`src/sv/contiguous_fit_allocator_defines.svh`:
```
// Assertion macros for the contiguous fit allocator.
`ifndef CONTIGUOUS_FIT_ALLOCATOR_DEFINES_SVH
`define CONTIGUOUS_FIT_ALLOCATOR_DEFINES_SVH
`ifndef SYNTHESIS
`define CFA_ASSERT_IMP(label, clk, rst_n, a, c) \
    label: assert property (@(posedge clk) disable iff (!rst_n) (a) |-> (c)) \
    else $error("assertion failed");
`define CFA_ASSERT_NEXT(label, clk, rst_n, a, c) \
    label: assert property (@(posedge clk) disable iff (!rst_n) (a) |=> (c)) \
    else $error("assertion failed");
`else
`define CFA_ASSERT_IMP(label, clk, rst_n, a, c)
`define CFA_ASSERT_NEXT(label, clk, rst_n, a, c)
`endif
`endif

```
`src/sv/cfa_pkg.sv`:
```
// Shared types and codes for the contiguous fit allocator.
`timescale 1ns / 1ps
package cfa_pkg;
    localparam logic [1:0] MODE_REQ = 2'd0;
    localparam logic [1:0] MODE_REL = 2'd1;
    localparam logic [1:0] MODE_CMP = 2'd2;
    localparam logic [1:0] MODE_DMP = 2'd3;

    localparam logic [1:0] POL_BEST  = 2'd1;
    localparam logic [1:0] POL_WORST = 2'd2;

    localparam logic [2:0] ST_OK      = 3'd0;
    localparam logic [2:0] ST_NOSPACE = 3'd1;
    localparam logic [2:0] ST_NOOWNER = 3'd2;
    localparam logic [2:0] ST_FULL    = 3'd3;
    localparam logic [2:0] ST_ZERO    = 3'd4;

    // address and owner tag widths are fixed by the stream field layout
    localparam int ADDR_BITS = 20;
    localparam int TAG_BITS  = 8;

    typedef enum logic [4:0] {
        S_INIT,
        S_IDLE,
        S_SCAN_RD,
        S_SCAN,
        S_REQ_DEC,
        S_SHIFT_RD,
        S_SHIFT_WR,
        S_REQ_WR,
        S_REQ_REM,
        S_REL_RDN,
        S_REL_RDP,
        S_REL_CHK,
        S_REM_RD,
        S_REM_WR,
        S_REL_FIN,
        S_CMP_RD,
        S_CMP_WR,
        S_CMP_TAIL,
        S_DMP_RD,
        S_DMP_OUT,
        S_EMIT
    } state_t;

    typedef struct packed {
        logic [2:0]           status;
        logic [TAG_BITS-1:0]  owner;
        logic [ADDR_BITS-1:0] base;
        logic [ADDR_BITS-1:0] last_addr;
        logic                 used;
        logic                 last;
    } result_t;
endpackage

```
`src/sv/cfa_seg_ram.sv`:
```
// Segment table memory: one write port, one registered read port.
`timescale 1ns / 1ps
module cfa_seg_ram #(
    parameter int DEPTH = 32,
    parameter int WIDTH = 49
) (
    input  logic                     clk,
    input  logic                     we,
    input  logic [$clog2(DEPTH)-1:0] waddr,
    input  logic [WIDTH-1:0]         wdata,
    input  logic [$clog2(DEPTH)-1:0] raddr,
    output logic [WIDTH-1:0]         rdata
);
    logic [WIDTH-1:0] mem [DEPTH];

    always_ff @(posedge clk)
    begin
        if (we)
        begin
            mem[waddr] <= wdata;
        end
        rdata <= mem[raddr];
    end
endmodule

```
`src/sv/contiguous_fit_allocator.sv`:
```
// Top level of the contiguous fit allocator: sequencer around the segment table.
//
//  channel | dir | contents
//  s_axis  | in  | tdata: mode[1:0] process_tag[9:2] request_size[30:10] fit_policy[32:31]
//  m_axis  | out | tdata: status[2:0] owner_tag[10:3] seg_base[30:11] seg_end[50:31]
//          |     |        seg_used[51]; tlast: last
//  cfg     | in  | cfg_we, cfg_data: memory_size
//
// Request: scan the rows, then shift rows up for the split, then the grant and remainder
// writes. Release: look the owner up row by row, read both neighbors, write the merged
// row, then move the rows above it down in one pass. Compact packs the busy rows down,
// then writes the free tail; dump reads and emits each segment in turn, one row at a time.
// Reset and each memory_size write run a clearing pass over all MAX_SEGMENTS rows
// of the table; no command is taken during it.
// A stalled result holds the sequencer; input is taken only when idle.
`timescale 1ns / 1ps
`include "contiguous_fit_allocator_defines.svh"
module contiguous_fit_allocator #(
    parameter int MAX_SEGMENTS = 32
) (
    input  logic        clk,
    input  logic        rst_n,
    input  logic        cfg_we,
    input  logic [20:0] cfg_data,
    input  logic        s_axis_tvalid,
    output logic        s_axis_tready,
    input  logic [39:0] s_axis_tdata,   // mode, process_tag, request_size, fit_policy
    output logic        m_axis_tvalid,
    input  logic        m_axis_tready,
    output logic [55:0] m_axis_tdata,   // status, owner_tag, seg_base, seg_end, seg_used
    output logic        m_axis_tlast    // last
);
    import cfa_pkg::*;

    localparam int IB = $clog2(MAX_SEGMENTS);
    localparam int CB = $clog2(MAX_SEGMENTS + 1);
    localparam int LB = ADDR_BITS + 1;
    localparam int W  = 2 * ADDR_BITS + 1 + TAG_BITS;
    localparam logic [LB-1:0] TOP = LB'(1) << ADDR_BITS;

    // row layout: {owner, busy, end, base}
    typedef struct packed {
        logic [TAG_BITS-1:0]  owner;
        logic                 busy;
        logic [ADDR_BITS-1:0] e;
        logic [ADDR_BITS-1:0] b;
    } row_t;

    state_t state_reg, state_next;
    logic [LB-1:0]       msize_reg;
    logic [CB-1:0]       count_reg, count_next;
    logic [CB-1:0]       idx_reg, idx_next;
    logic [CB-1:0]       wi_reg, wi_next;
    logic [CB-1:0]       pick_reg, pick_next;
    logic                found_reg, found_next;
    logic [LB-1:0]       plen_reg, plen_next;
    logic [LB-1:0]       pos_reg, pos_next;
    row_t                hold_reg, hold_next;
    row_t                cur_reg, cur_next;
    logic                pbusy_reg, pbusy_next;
    logic                cfg_pend_reg;
    logic [1:0]          mode_reg;
    logic [TAG_BITS-1:0] tag_reg;
    logic [LB-1:0]       size_reg;
    logic [1:0]          pol_reg;
    result_t             res_reg, res_next;
    logic                ov_reg;
    logic                olast_reg;

    logic          we;
    logic [IB-1:0] waddr, raddr;
    row_t          wrow, rrow;
    logic [W-1:0]  rdata;

    cfa_seg_ram #(.DEPTH(MAX_SEGMENTS), .WIDTH(W)) u_ram (
        .clk(clk), .we(we), .waddr(waddr), .wdata(wrow), .raddr(raddr), .rdata(rdata)
    );
    assign rrow = row_t'(rdata);

    logic [LB-1:0] rlen;
    assign rlen = LB'({1'b0, rrow.e}) - LB'({1'b0, rrow.b}) + LB'(1);

    // memory_size: zero acts as one, anything above the address space is capped
    logic [LB-1:0] cfg_clamped;
    always_comb
    begin
        cfg_clamped = cfg_data;
        if (cfg_data == 21'd0)
        begin
            cfg_clamped = LB'(1);
        end
        else if (cfg_data > TOP)
        begin
            cfg_clamped = TOP;
        end
    end

    logic out_free;
    assign out_free = !ov_reg || m_axis_tready;
    assign s_axis_tready = (state_reg == S_IDLE) && !cfg_pend_reg;

    function automatic result_t mk(input logic [2:0] st, input logic [TAG_BITS-1:0] t,
                                   input row_t r, input logic withrow, input logic lst);
        result_t x;
        x = '0;
        x.status = st;
        x.owner = t;
        if (withrow)
        begin
            x.base = r.b;
            x.last_addr = r.e;
            x.used = r.busy;
            x.owner = r.busy ? r.owner : '0;
        end
        x.last = lst;
        return x;
    endfunction

    always_comb
    begin
        state_next = state_reg;
        unique case (state_reg)
            S_INIT:     state_next = (idx_reg == CB'(MAX_SEGMENTS - 1)) ? S_IDLE : S_INIT;
            S_IDLE:
            begin
                if (s_axis_tvalid && s_axis_tready)
                begin
                    unique case (s_axis_tdata[1:0])
                        MODE_REQ: state_next = (s_axis_tdata[30:10] == 21'd0) ? S_EMIT
                                                                              : S_SCAN_RD;
                        MODE_REL: state_next = S_SCAN_RD;
                        MODE_CMP: state_next = S_CMP_RD;
                        MODE_DMP: state_next = S_DMP_RD;
                    endcase
                end
            end
            S_SCAN_RD:  state_next = S_SCAN;
            S_SCAN:
            begin
                if (mode_reg == MODE_REL)
                begin
                    if (!rrow.busy || rrow.owner != tag_reg)
                        state_next = (idx_reg + CB'(1) >= count_reg) ? S_EMIT : S_SCAN_RD;
                    else
                        state_next = S_REL_RDN;
                end
                else if (found_next && pol_reg != POL_BEST && pol_reg != POL_WORST)
                    state_next = S_REQ_DEC;
                else if (idx_reg + CB'(1) >= count_reg)
                    state_next = found_next ? S_REQ_DEC : S_EMIT;
                else
                    state_next = S_SCAN_RD;
            end
            S_REQ_DEC:
            begin
                if (plen_reg == size_reg) state_next = S_REQ_WR;
                else if (count_reg >= CB'(MAX_SEGMENTS)) state_next = S_EMIT;
                else state_next = (count_reg == pick_reg + CB'(1)) ? S_REQ_WR : S_SHIFT_RD;
            end
            S_SHIFT_RD: state_next = S_SHIFT_WR;
            S_SHIFT_WR: state_next = (idx_reg == pick_reg + CB'(2)) ? S_REQ_WR : S_SHIFT_RD;
            S_REQ_WR:   state_next = (plen_reg != size_reg) ? S_REQ_REM : S_EMIT;
            S_REQ_REM:  state_next = S_EMIT;
            S_REL_RDN:  state_next = S_REL_RDP;
            S_REL_RDP:  state_next = S_REL_CHK;
            S_REL_CHK:  state_next = S_REM_RD;
            S_REM_RD:   state_next = S_REM_WR;
            S_REM_WR:   state_next = S_REM_RD;
            S_REL_FIN:  state_next = S_EMIT;
            S_CMP_RD:   state_next = S_CMP_WR;
            S_CMP_WR:   state_next = (idx_reg + CB'(1) >= count_reg) ? S_CMP_TAIL : S_CMP_RD;
            S_CMP_TAIL: state_next = S_EMIT;
            S_DMP_RD:   state_next = S_DMP_OUT;
            S_DMP_OUT:
                if (out_free)
                    state_next = (idx_reg + CB'(1) >= count_reg) ? S_IDLE : S_DMP_RD;
            S_EMIT:     if (out_free) state_next = S_IDLE;
            default:    state_next = S_IDLE;
        endcase
        if (state_reg == S_REL_CHK || state_reg == S_REM_WR)
        begin
            // removal steps are driven by wi_next below; REL_FIN when no row left to drop
            if (wi_next == '0) state_next = S_REL_FIN;
        end
    end

    // datapath and memory control
    always_comb
    begin
        count_next = count_reg;
        idx_next   = idx_reg;
        wi_next    = wi_reg;
        pick_next  = pick_reg;
        found_next = found_reg;
        plen_next  = plen_reg;
        pos_next   = pos_reg;
        hold_next  = hold_reg;
        cur_next   = cur_reg;
        pbusy_next = pbusy_reg;
        res_next   = res_reg;
        we    = 1'b0;
        waddr = idx_reg[IB-1:0];
        wrow  = '0;
        raddr = idx_reg[IB-1:0];
        unique case (state_reg)
            S_INIT:
            begin
                we = 1'b1;
                wrow.e = (idx_reg == '0) ? ADDR_BITS'(msize_reg - LB'(1)) : '0;
                idx_next = idx_reg + CB'(1);
                if (idx_reg == CB'(MAX_SEGMENTS - 1))
                begin
                    idx_next = '0;
                    count_next = CB'(1);
                end
            end
            S_IDLE:
            begin
                idx_next = '0;
                found_next = 1'b0;
                pos_next = '0;
                wi_next = '0;
                res_next = mk(ST_ZERO, s_axis_tdata[2 +: TAG_BITS], '0, 1'b0, 1'b1);
            end
            S_SCAN_RD: ;
            S_SCAN:
            begin
                if (mode_reg == MODE_REL)
                begin
                    res_next = mk(ST_NOOWNER, tag_reg, '0, 1'b0, 1'b1);
                    pick_next = idx_reg;
                    cur_next = rrow;
                    idx_next = idx_reg + CB'(1);
                end
                else
                begin
                    res_next = mk(ST_NOSPACE, tag_reg, '0, 1'b0, 1'b1);
                    if (!rrow.busy && rlen >= size_reg &&
                        (!found_reg || (pol_reg == POL_BEST && rlen < plen_reg) ||
                         (pol_reg == POL_WORST && rlen > plen_reg)))
                    begin
                        found_next = 1'b1;
                        pick_next = idx_reg;
                        plen_next = rlen;
                        cur_next = rrow;
                    end
                    idx_next = idx_reg + CB'(1);
                end
            end
            S_REQ_DEC:
            begin
                res_next = mk(ST_FULL, tag_reg, '0, 1'b0, 1'b1);
                idx_next = count_reg;
            end
            S_SHIFT_RD: raddr = IB'(idx_reg - CB'(1));
            S_SHIFT_WR:
            begin
                we = 1'b1;
                wrow = rrow;
                idx_next = idx_reg - CB'(1);
            end
            S_REQ_WR:
            begin
                we = 1'b1;
                waddr = pick_reg[IB-1:0];
                wrow = cur_reg;
                wrow.busy = 1'b1;
                wrow.owner = tag_reg;
                if (plen_reg != size_reg)
                begin
                    wrow.e = ADDR_BITS'(LB'(cur_reg.b) + size_reg - LB'(1));
                    count_next = count_reg + CB'(1);
                end
                res_next = mk(ST_OK, tag_reg, wrow, 1'b1, 1'b1);
            end
            S_REQ_REM:
            begin
                // free remainder lands just above the granted row
                we = 1'b1;
                waddr = IB'(pick_reg + CB'(1));
                wrow = '0;
                wrow.b = ADDR_BITS'(LB'(cur_reg.b) + size_reg);
                wrow.e = cur_reg.e;
            end
            S_REL_RDN: raddr = IB'(pick_reg + CB'(1));
            S_REL_RDP:
            begin
                raddr = IB'(pick_reg - CB'(1));
                // rrow is next row here
                hold_next = rrow;
                pbusy_next = (pick_reg + CB'(1) >= count_reg) ? 1'b1 : rrow.busy;
            end
            S_REL_CHK:
            begin
                // rrow is previous row; merged result kept in cur
                cur_next = cur_reg;
                cur_next.busy = 1'b0;
                cur_next.owner = '0;
                if (!pbusy_reg) cur_next.e = hold_reg.e;
                pos_next = '0;
                if (pick_reg != '0 && !rrow.busy)
                begin
                    cur_next.b = rrow.b;
                    pick_next = pick_reg - CB'(1);
                end
                // number of rows to drop above the merged one
                wi_next = CB'(!pbusy_reg) + CB'(pick_reg != '0 && !rrow.busy);
                idx_next = ((pick_reg != '0 && !rrow.busy) ? pick_reg - CB'(1) : pick_reg)
                           + CB'(1) + wi_next;
                we = 1'b1;
                waddr = IB'((pick_reg != '0 && !rrow.busy) ? pick_reg - CB'(1) : pick_reg);
                wrow = cur_next;
            end
            S_REM_RD:
            begin
                if (idx_reg >= count_reg)
                begin
                    raddr = '0;
                end
            end
            S_REM_WR:
            begin
                if (idx_reg < count_reg)
                begin
                    we = 1'b1;
                    waddr = IB'(idx_reg - wi_reg);
                    wrow = rrow;
                    idx_next = idx_reg + CB'(1);
                end
                else
                begin
                    count_next = count_reg - wi_reg;
                    wi_next = '0;
                end
            end
            S_REL_FIN: res_next = mk(ST_OK, tag_reg, cur_reg, 1'b1, 1'b1);
            S_CMP_RD: ;
            S_CMP_WR:
            begin
                idx_next = idx_reg + CB'(1);
                if (rrow.busy)
                begin
                    we = 1'b1;
                    waddr = wi_reg[IB-1:0];
                    wrow = rrow;
                    wrow.b = ADDR_BITS'(pos_reg);
                    wrow.e = ADDR_BITS'(pos_reg + rlen - LB'(1));
                    pos_next = pos_reg + rlen;
                    wi_next = wi_reg + CB'(1);
                    cur_next = wrow;
                end
            end
            S_CMP_TAIL:
            begin
                if (pos_reg < msize_reg || wi_reg == '0)
                begin
                    we = 1'b1;
                    waddr = wi_reg[IB-1:0];
                    wrow = '0;
                    wrow.b = ADDR_BITS'(pos_reg);
                    wrow.e = ADDR_BITS'(msize_reg - LB'(1));
                    count_next = wi_reg + CB'(1);
                    res_next = mk(ST_OK, tag_reg, wrow, 1'b1, 1'b1);
                end
                else
                begin
                    count_next = wi_reg;
                    res_next = mk(ST_OK, tag_reg, cur_reg, 1'b1, 1'b1);
                end
            end
            S_DMP_RD: ;
            S_DMP_OUT:
            begin
                res_next = mk(ST_OK, tag_reg, rrow, 1'b1, idx_reg + CB'(1) >= count_reg);
                if (out_free) idx_next = idx_reg + CB'(1);
            end
            S_EMIT: ;
            default: ;
        endcase
    end

    always_ff @(posedge clk or negedge rst_n)
    begin
        if (!rst_n)
        begin
            state_reg <= S_INIT;
            idx_reg <= '0;
            count_reg <= CB'(1);
            msize_reg <= TOP;
            cfg_pend_reg <= 1'b0;
            ov_reg <= 1'b0;
        end
        else
        begin
            if (cfg_we)
            begin
                msize_reg <= cfg_clamped;
                cfg_pend_reg <= 1'b1;
            end
            if (cfg_pend_reg && state_reg == S_IDLE && !cfg_we)
            begin
                state_reg <= S_INIT;
                idx_reg <= '0;
                cfg_pend_reg <= 1'b0;
            end
            else
            begin
                state_reg <= state_next;
                idx_reg <= idx_next;
                count_reg <= count_next;
            end
            if (ov_reg && m_axis_tready) ov_reg <= 1'b0;
            if ((state_reg == S_EMIT || state_reg == S_DMP_OUT) && out_free)
            begin
                ov_reg <= 1'b1;
            end
        end
    end

    always_ff @(posedge clk)
    begin
        wi_reg <= wi_next;
        pick_reg <= pick_next;
        found_reg <= found_next;
        plen_reg <= plen_next;
        pos_reg <= pos_next;
        hold_reg <= hold_next;
        cur_reg <= cur_next;
        pbusy_reg <= pbusy_next;
        res_reg <= res_next;
        if (state_reg == S_IDLE && s_axis_tvalid && s_axis_tready)
        begin
            mode_reg <= s_axis_tdata[1:0];
            tag_reg <= s_axis_tdata[2 +: TAG_BITS];
            size_reg <= (s_axis_tdata[30:10] > 21'(TOP)) ? TOP + LB'(1)
                                                        : LB'(s_axis_tdata[30:10]);
            pol_reg <= s_axis_tdata[32:31];
        end
        // a dump row is formed in the same cycle it is loaded into the output register
        if ((state_reg == S_EMIT || state_reg == S_DMP_OUT) && out_free)
        begin
            m_axis_tdata <= {4'd0, res_next.used, res_next.last_addr,
                             res_next.base, res_next.owner, res_next.status};
            olast_reg <= res_next.last;
        end
    end

    assign m_axis_tvalid = ov_reg;
    assign m_axis_tlast  = olast_reg;

    `CFA_ASSERT_NEXT(a_out_valid_held, clk, rst_n, m_axis_tvalid && !m_axis_tready, m_axis_tvalid)
    `CFA_ASSERT_NEXT(a_out_data_held, clk, rst_n, m_axis_tvalid && !m_axis_tready, $stable(m_axis_tdata))
    `CFA_ASSERT_IMP(a_count_range, clk, rst_n, 1'b1, count_reg != '0 && count_reg <= CB'(MAX_SEGMENTS))
    `CFA_ASSERT_IMP(a_accept_idle, clk, rst_n, s_axis_tvalid && s_axis_tready, state_reg == S_IDLE)
endmodule

```
`config.mk`:
```
export PLATFORM = sky130hd
export DESIGN_NAME = contiguous_fit_allocator
export DESIGN_NICKNAME = d
export VERILOG_FILES = /design/src/sv/cfa_pkg.sv /design/src/sv/cfa_seg_ram.sv /design/src/sv/contiguous_fit_allocator.sv
export VERILOG_INCLUDE_DIRS = /design/src /design/src/sv
export SDC_FILE = /design/constraint.sdc
export NUM_CORES = 2
export LEC_CHECK = 0
export BUFFER_PORTS_ARGS = -buffer_cell sky130_fd_sc_hd__buf_2
export CORE_MARGIN = 4
export CORE_UTILIZATION = 57
export DETAILED_ROUTE_END_ITERATION = 8
export PLACE_DENSITY = 0.76
export SLEW_MARGIN = 25
export SYNTH_ARGS = -nofsm -noshare
export SYNTH_HDL_FRONTEND = slang
export SYNTH_SLANG_ARGS = --single-unit
```
`constraint.sdc`:
```
create_clock -name clk -period 8.95 [get_ports clk]
set_input_delay 0.4475 -clock clk [delete_from_list [all_inputs] [get_ports clk]]
set_output_delay 0.4475 -clock clk [all_outputs]
set_load 0.005 [all_outputs]
```
* Yosys cells after proc, flatten, opt, wreduce, memory -nomap -nowiden
Memories as Yosys holds them, arrays and structs flattened. A register that Yosys moved wholly into a read port is not among the register bits. Index checks and enable logic that the tools add are counted.
Storage, ports and cells: register bits 304, memory bits (writable) 1568, bits of input ports 66, memories 1
Memory list:
- u_ram.mem | words 32, width 49, read ports 1, clocked after memory_dff 1, write ports 1, RTL line cfa_seg_ram.sv:14 | logic [WIDTH-1:0] mem [DEPTH];
Operators by class: add/subtract/negate cells 19, magnitude comparators 11, equal/unequal tests 41, mux-type cells 82, bitwise gates (word level) 2, reductions and logical operators 54
Operators by type and width (count):
- $pmux W53 S7 | 1
- $mux W49 | 5
- $pmux W20 S8 | 1
- $pmux W49 S3 | 1
- $pmux W20 S7 | 1
- $mux W5 | 22
- $pmux W5 S18 | 1
- $mux W20 | 4
- $mux W6 | 13
- $mux W21 | 3
- $sub A20 B1 Y20 const B | 3
- $mux W52 | 1
- $mux W50 | 1
- $pmux W6 S4 | 2
- $pmux W6 S8 | 1
- $pmux W9 S5 | 1
- $gt A21 B21 Y1 const B | 2
- $logic_not A21 Y1 | 2
- $lt A21 B21 Y1 | 2
- $pmux W21 S2 | 1
- $eq A5 B4 Y1 const B | 8
- $mux W40 | 1
- $pmux W5 S4 | 2
- $add A6 B1 Y6 const B | 5
- 55 further kinds | 125

* Longest topological paths before layout
depth after elaboration 18, gate-level depth with buffers 25

* By module
Synthesis repeated with hierarchy kept, for this count alone.
Unflattened totals: cell total of the unflattened synthesis 5844, area, all modules 83903.0 µm²
By module, submodules not included:
- cfa_seg_ram | instances 1, cells each 3434, area an instance 61854.3 µm², sequential area each 48066.1 µm²
- contiguous_fit_allocator | instances 1, cells each 2410, area an instance 22048.6 µm², sequential area each 8330.5 µm²

* Least setup slack after synthesis
Ideal clock, no wire load.
path kind register to register, start point reg u_ram.rdata[21] (read register of u_ram.mem), end point reg cur_reg[0] in the netlist's numbering (enable), arrival time 7.977 ns, data required time 8.414 ns, slack 0.437 ns, stages on the path, launching flop included 23, buffers on the path 0, path through dfxtp_1 -> inv_1 -> ha_1 -> inv_1 -> ha_1 -> inv_1 -> fa_1 -> nor2b_1 -> o21a_1 -> o21ai_0 -> a21oi_1 -> o211ai_1 -> a21oi_1 -> and4b_1 -> or4_1 -> o211ai_1 -> ha_1 -> a21o_1 -> a21oi_1 -> o211ai_1 -> mux2_2 -> a311o_1 -> a221oi_1
Between the ends: longest elaborated chain between the ends 9
RTL lines:
- start: declaration | RTL line cfa_seg_ram.sv:12 | output logic [WIDTH-1:0] rdata
- $sub A20 B20 Y21 (*) | RTL line contiguous_fit_allocator.sv:81 | assign rlen = LB'({1'b0, rrow.e}) - LB'({1'b0, rrow.b}) + LB'(1);
- $add A21 B1 Y21 (*) | RTL line contiguous_fit_allocator.sv:81
- net rlen[19] | RTL line contiguous_fit_allocator.sv:80 | logic [LB-1:0] rlen;
- $lt A21 B21 Y1 | RTL line contiguous_fit_allocator.sv:239 | (!found_reg || (pol_reg == POL_BEST && rlen < plen_reg) ||
- $logic_and A1 B1 Y1 | RTL line contiguous_fit_allocator.sv:239
- $logic_or A1 B1 Y1 (2 in a row) | RTL line contiguous_fit_allocator.sv:239
- $logic_and A1 B1 Y1 (*) | RTL line contiguous_fit_allocator.sv:238 | if (!rrow.busy && rlen >= size_reg &&
- $ne A3 B3 Y1 (no source line) (*)
- $reduce_and A3 Y1 (no source line) (*)
- end signal: assignment | RTL line contiguous_fit_allocator.sv:428 | cur_reg <= cur_next;
- end: declaration | RTL line contiguous_fit_allocator.sv:59 | row_t cur_reg, cur_next;
The timed path passes the listed nets; every way through them passes the cells marked *. A chain may end at the register's enable or synchronous reset.

* Worst setup path in the final report
start point reg u_ram.rdata[21] (read register of u_ram.mem), end point mem u_ram.mem[14][35], data pin
Between the ends: longest elaborated chain between the ends 6
RTL lines:
- $sub A20 B20 Y21 | RTL line contiguous_fit_allocator.sv:81
- $add A21 B1 Y21 | RTL line contiguous_fit_allocator.sv:81
- net rlen[13] | RTL line contiguous_fit_allocator.sv:80
- $add A21 B21 Y21
- $sub A20 B1 Y20 | RTL line contiguous_fit_allocator.sv:347 | wrow.e = ADDR_BITS'(pos_reg + rlen - LB'(1));
- $mux W49 | RTL line contiguous_fit_allocator.sv:341 | if (rrow.busy)
- $pmux W20 S8 | RTL line contiguous_fit_allocator.sv:205 | unique case (state_reg)
- net u_ram.wdata[35] | RTL line cfa_seg_ram.sv:10 | input logic [WIDTH-1:0] wdata,
- end: declaration | RTL line cfa_seg_ram.sv:14
The timed path passes the listed nets, and every way through them passes these cells.

==> summary.txt <==
Layout
  • Final std cells w/o fill: roughly 8,700
  • Commonest cells after routing, fill and taps aside: edfxtp_1 (1,772), nand2_1 (982), a211oi_1 (413)
  • Fin util: 0.640
  • Synthesis-to-layout area growth: 11.3%
  • Layout Nets: between 6,000 and 7,000
  • FILL cells: 10,500
  • Share of layout cells above drive strength 1: 0.0985
  • Commonest non-fill, non-tap cell in the layout: edfxtp_1
  • Max reg flops: around 1,600

STA
  • Setup TNS: 0 ps
  • Period minus WS final: 7060 ps
  • Unrepaired setup endpoints after global routing: false
  • Final hold vios: 0
  • Fin crit share: 0.789
  • Max-slew headroom: 0.222
  • Max Slew Vio Count: 0
  • Worst Clk Skew: approximately 49 ps
  • Final setup margin: ~1900 ps
  • Final setup violation count: 0
  • Fmax: ~0.14 GHz
  • Worst Tran Pin Value: between 1000 and 1500 ps

Global route
  • First-pass GRT wire length: about 380 mm
  • All-Layer GR Usage: 0.327
  • Largest net degree at the start of global routing: about 170
  • Initial antenna violation count: 11
  • Grt ovf: 0
  • Vias in the first global route: around 58,000

Worst setup path
  • CP startpoint: u_ram.rdata[21]
  • Crit path to: u_ram.mem[14][35]
  • Worst setup path class: reg2reg
  • Crit path capture type: flop
  • Reg2Reg Setup Slack: between 1500 and 2000 ps
  • Worst Path Required: roughly 9500 ps
  • WP depth: 25
  • FF-to-FF End: u_ram.mem[14][35]
  • Crit-path max FO: 17
  • CP peak stage delay: about 600 ps
  • Worst reg2reg path depth: 25
  • Worst path buffer plus inverter count: 4
  • Startpoint types: flop
  • Worst EP arrival: around 7600 ps
  • Top delay family on crit path: simple AND/OR/NAND/NOR gates
  • Worst r2r src: u_ram.rdata[21]
  • Crit-path slowest cell: nand4_1

Pwr
  • Static leakage: between 30 and 40 nW
  • Pwr Total: between 0.04 and 0.05 W
  • VDD IR-drop max: between 0.0003 and 0.0004 V
  • Pwr/cell area: 430 nW/um^2

Die
  • # IOs: ~130
  • Row count: around 140
  • Die Wd: just under 400 um
  • Starting Density: 0.575
  • Core box area: 148,000 um^2
  • Die Y: just under 400 um
  • Die area: 156,000 um^2

Detailed routing
  • ANT nets after route: 0
  • Vias per cell: 6.93
  • Drt total wl: 262 mm
  • Residual DRC count: 0
  • DRT Pass-1 Iters: 8
  • Via count: around 60,000
  • First DRT Iteration DRCs: between 9,000 and 10,000
  • Drt wl/cell: 30.0 um

Place
  • Port bufs: approximately 110
  • Global placer's final weighted congestion: roughly 0.98
  • Dpl cells: about 8,300
  • DP HPWL: about 150 mm
  • DP Worst Slack: 1670 ps

Synth
  • Seq cells post-synth: 1,921
  • Mapped Cells: ~6,600
  • Synthesized cell area: 85,200 um^2
  • YS warnings: 0
  • Top cell type's share of synthesized area: 0.624
  • Ys async rst share: 0.0208
  • Post-synth EDFFs: 1,772
  • Main synth FF type: edfxtp_1
  • Largest area contributor in the netlist: edfxtp_1
  • Largest cells by area after synthesis: edfxtp_1 (62%), nand2_1 (4.4%), a311oi_1 (4.0%)
  • Yosys cell types: 92
  • Synth Area per Inst: roughly 13 um^2
  • Sequential area share after synthesis: 0.662

Flow run
  • Max Cap Viol: 0

Clock tree
  • CTS Sinks: ~1,900
  • CTS max path bufs: 3
  • Total CTS buffers: roughly 190
  • CTS root buf: clkbuf_16
  • Post CTS Setup Buffer Count: 0
  • Clk slew on worst S/H paths: 60 ps
  • Clock Latency Late Sink: between 800 and 900 ps
  • Htree depth: 4
  • CTS tree: yes

Hold path
  • Min-Delay Path Class: in2reg

Outcome
  • Status: completed
[cell type report]
| cell class | instances | area (um^2) | share of cell area |
|---|---|---|---|
| repair buffers | 314 | 2380 | 0.0251 |
| flip-flops and latches | 1921 | 56400 | 0.594 |
| well taps | 1930 | 2410 | 0.0254 |
| clock buffers | 238 | 5090 | 0.0537 |
| inverters | 166 | 623 | 0.00657 |
| multi-input cells | 4037 | 26700 | 0.282 |
| diodes | 2 | 5.00 | 0.0000527 |
| clock inverters | 118 | 1260 | 0.0132 |
[cell families after synthesis]
kind of cell	Yosys count	share of synthesized area
AND/OR/NAND/NOR	2080	0.116
flip-flops	1921	0.662
AO/OA/AOI/OAI	1514	0.136
buffers and inverters	647	0.0308
adder cells (fa/ha/maj)	188	0.0281
XOR/XNOR	163	0.0169
multiplexers	88	0.0105
other	1	0.0000440
[per-layer routing]
| metal | GRT usage | up-vias | routed length, um |
|---|---|---|---|
| met4 | 0.144 | 4 | 12400 |
| li1 | - | 25800 | - |
| met3 | 0.0689 | 699 | 32100 |
| met2 | 0.506 | 4243 | 120000 |
| met1 | 0.450 | 29700 | 98000 |
| met5 | 0 | - | 27 |
[cells in the mapped netlist, types with 24 or more instances]
master and number:
a211oi_1 414, a21o_1 44, a21oi_1 153, a221oi_1 39
a222oi_1 45, a22oi_1 26, a311oi_1 394, and2_1 36
and3_1 410, buf_2 116, clkbuf_1 338, dfrtp_1 38
dfxtp_1 109, edfxtp_1 1772, ha_1 182, inv_1 163
mux2i_1 80, nand2_1 995, nand2b_1 29, nand3_1 71
nand4_1 25, nor2_1 222, nor2b_1 39, nor3_1 50
nor4_1 120, o211ai_1 28, o21a_1 24, o21ai_0 133
xnor2_1 111, xor2_1 51
[worst min path at each step]
stage / startpoint / end / slack (ps) / cells after the start
5_1_grt: cfg_we / msize_reg[20] / 110 / 3
3_3_place_gp: res_reg[52] / res_reg[52] / 430 / 2
2_1_floorplan: rst_n / cfg_pend_reg / 150 / 0
3_5_place_dp: res_reg[52] / res_reg[52] / 440 / 2
4_1_cts: cfg_we / msize_reg[20] / 20 / 3
6_report: cfg_we / msize_reg[20] / 90 / 3
[through the flow]
stage	hold WS, ps	area, um^2
2_1_floorplan	152	85200
3_3_place_gp	434	87800
3_5_place_dp	436	87900
4_1_cts	20.8	94800
5_1_grt	111	94900
6_report	85.6	94900
[where the power goes]
group          switching [W]  internal, W  leakage [nW]  total [W]
Sequential          0.000764       0.0121          17.8     0.0128
Clock                0.00349      0.00464          3.10    0.00814
Combinational         0.0140      0.00584          12.6     0.0198
Total                 0.0182       0.0225          33.5     0.0408
[worst register-to-register path, cell delays in order, from the launching register on]
cell and delay, ps:
dfxtp_1 400, inv_1 100, ha_1 270, inv_1 60, ha_1 150, inv_1 60
fa_1 480, nor2b_1 130, o21a_1 130, o21ai_0 120, a21oi_1 280, o211ai_1 150
a21oi_1 230, nor3b_1 100, xnor2_1 550, ha_1 320, nand3_1 140, or2_2 340
a211oi_1 460, nor2_1 120, xor2_1 430, nor4b_2 450, xnor2_1 210, nand2_1 110
nand4_1 600, buf_6 410
[what timing repair did]
item,in CTS,in global routing
resized for setup,0,0
endpoints found under the hold margin,93,0
hold buffers,57,0
(Power assumes the default switching activity.)
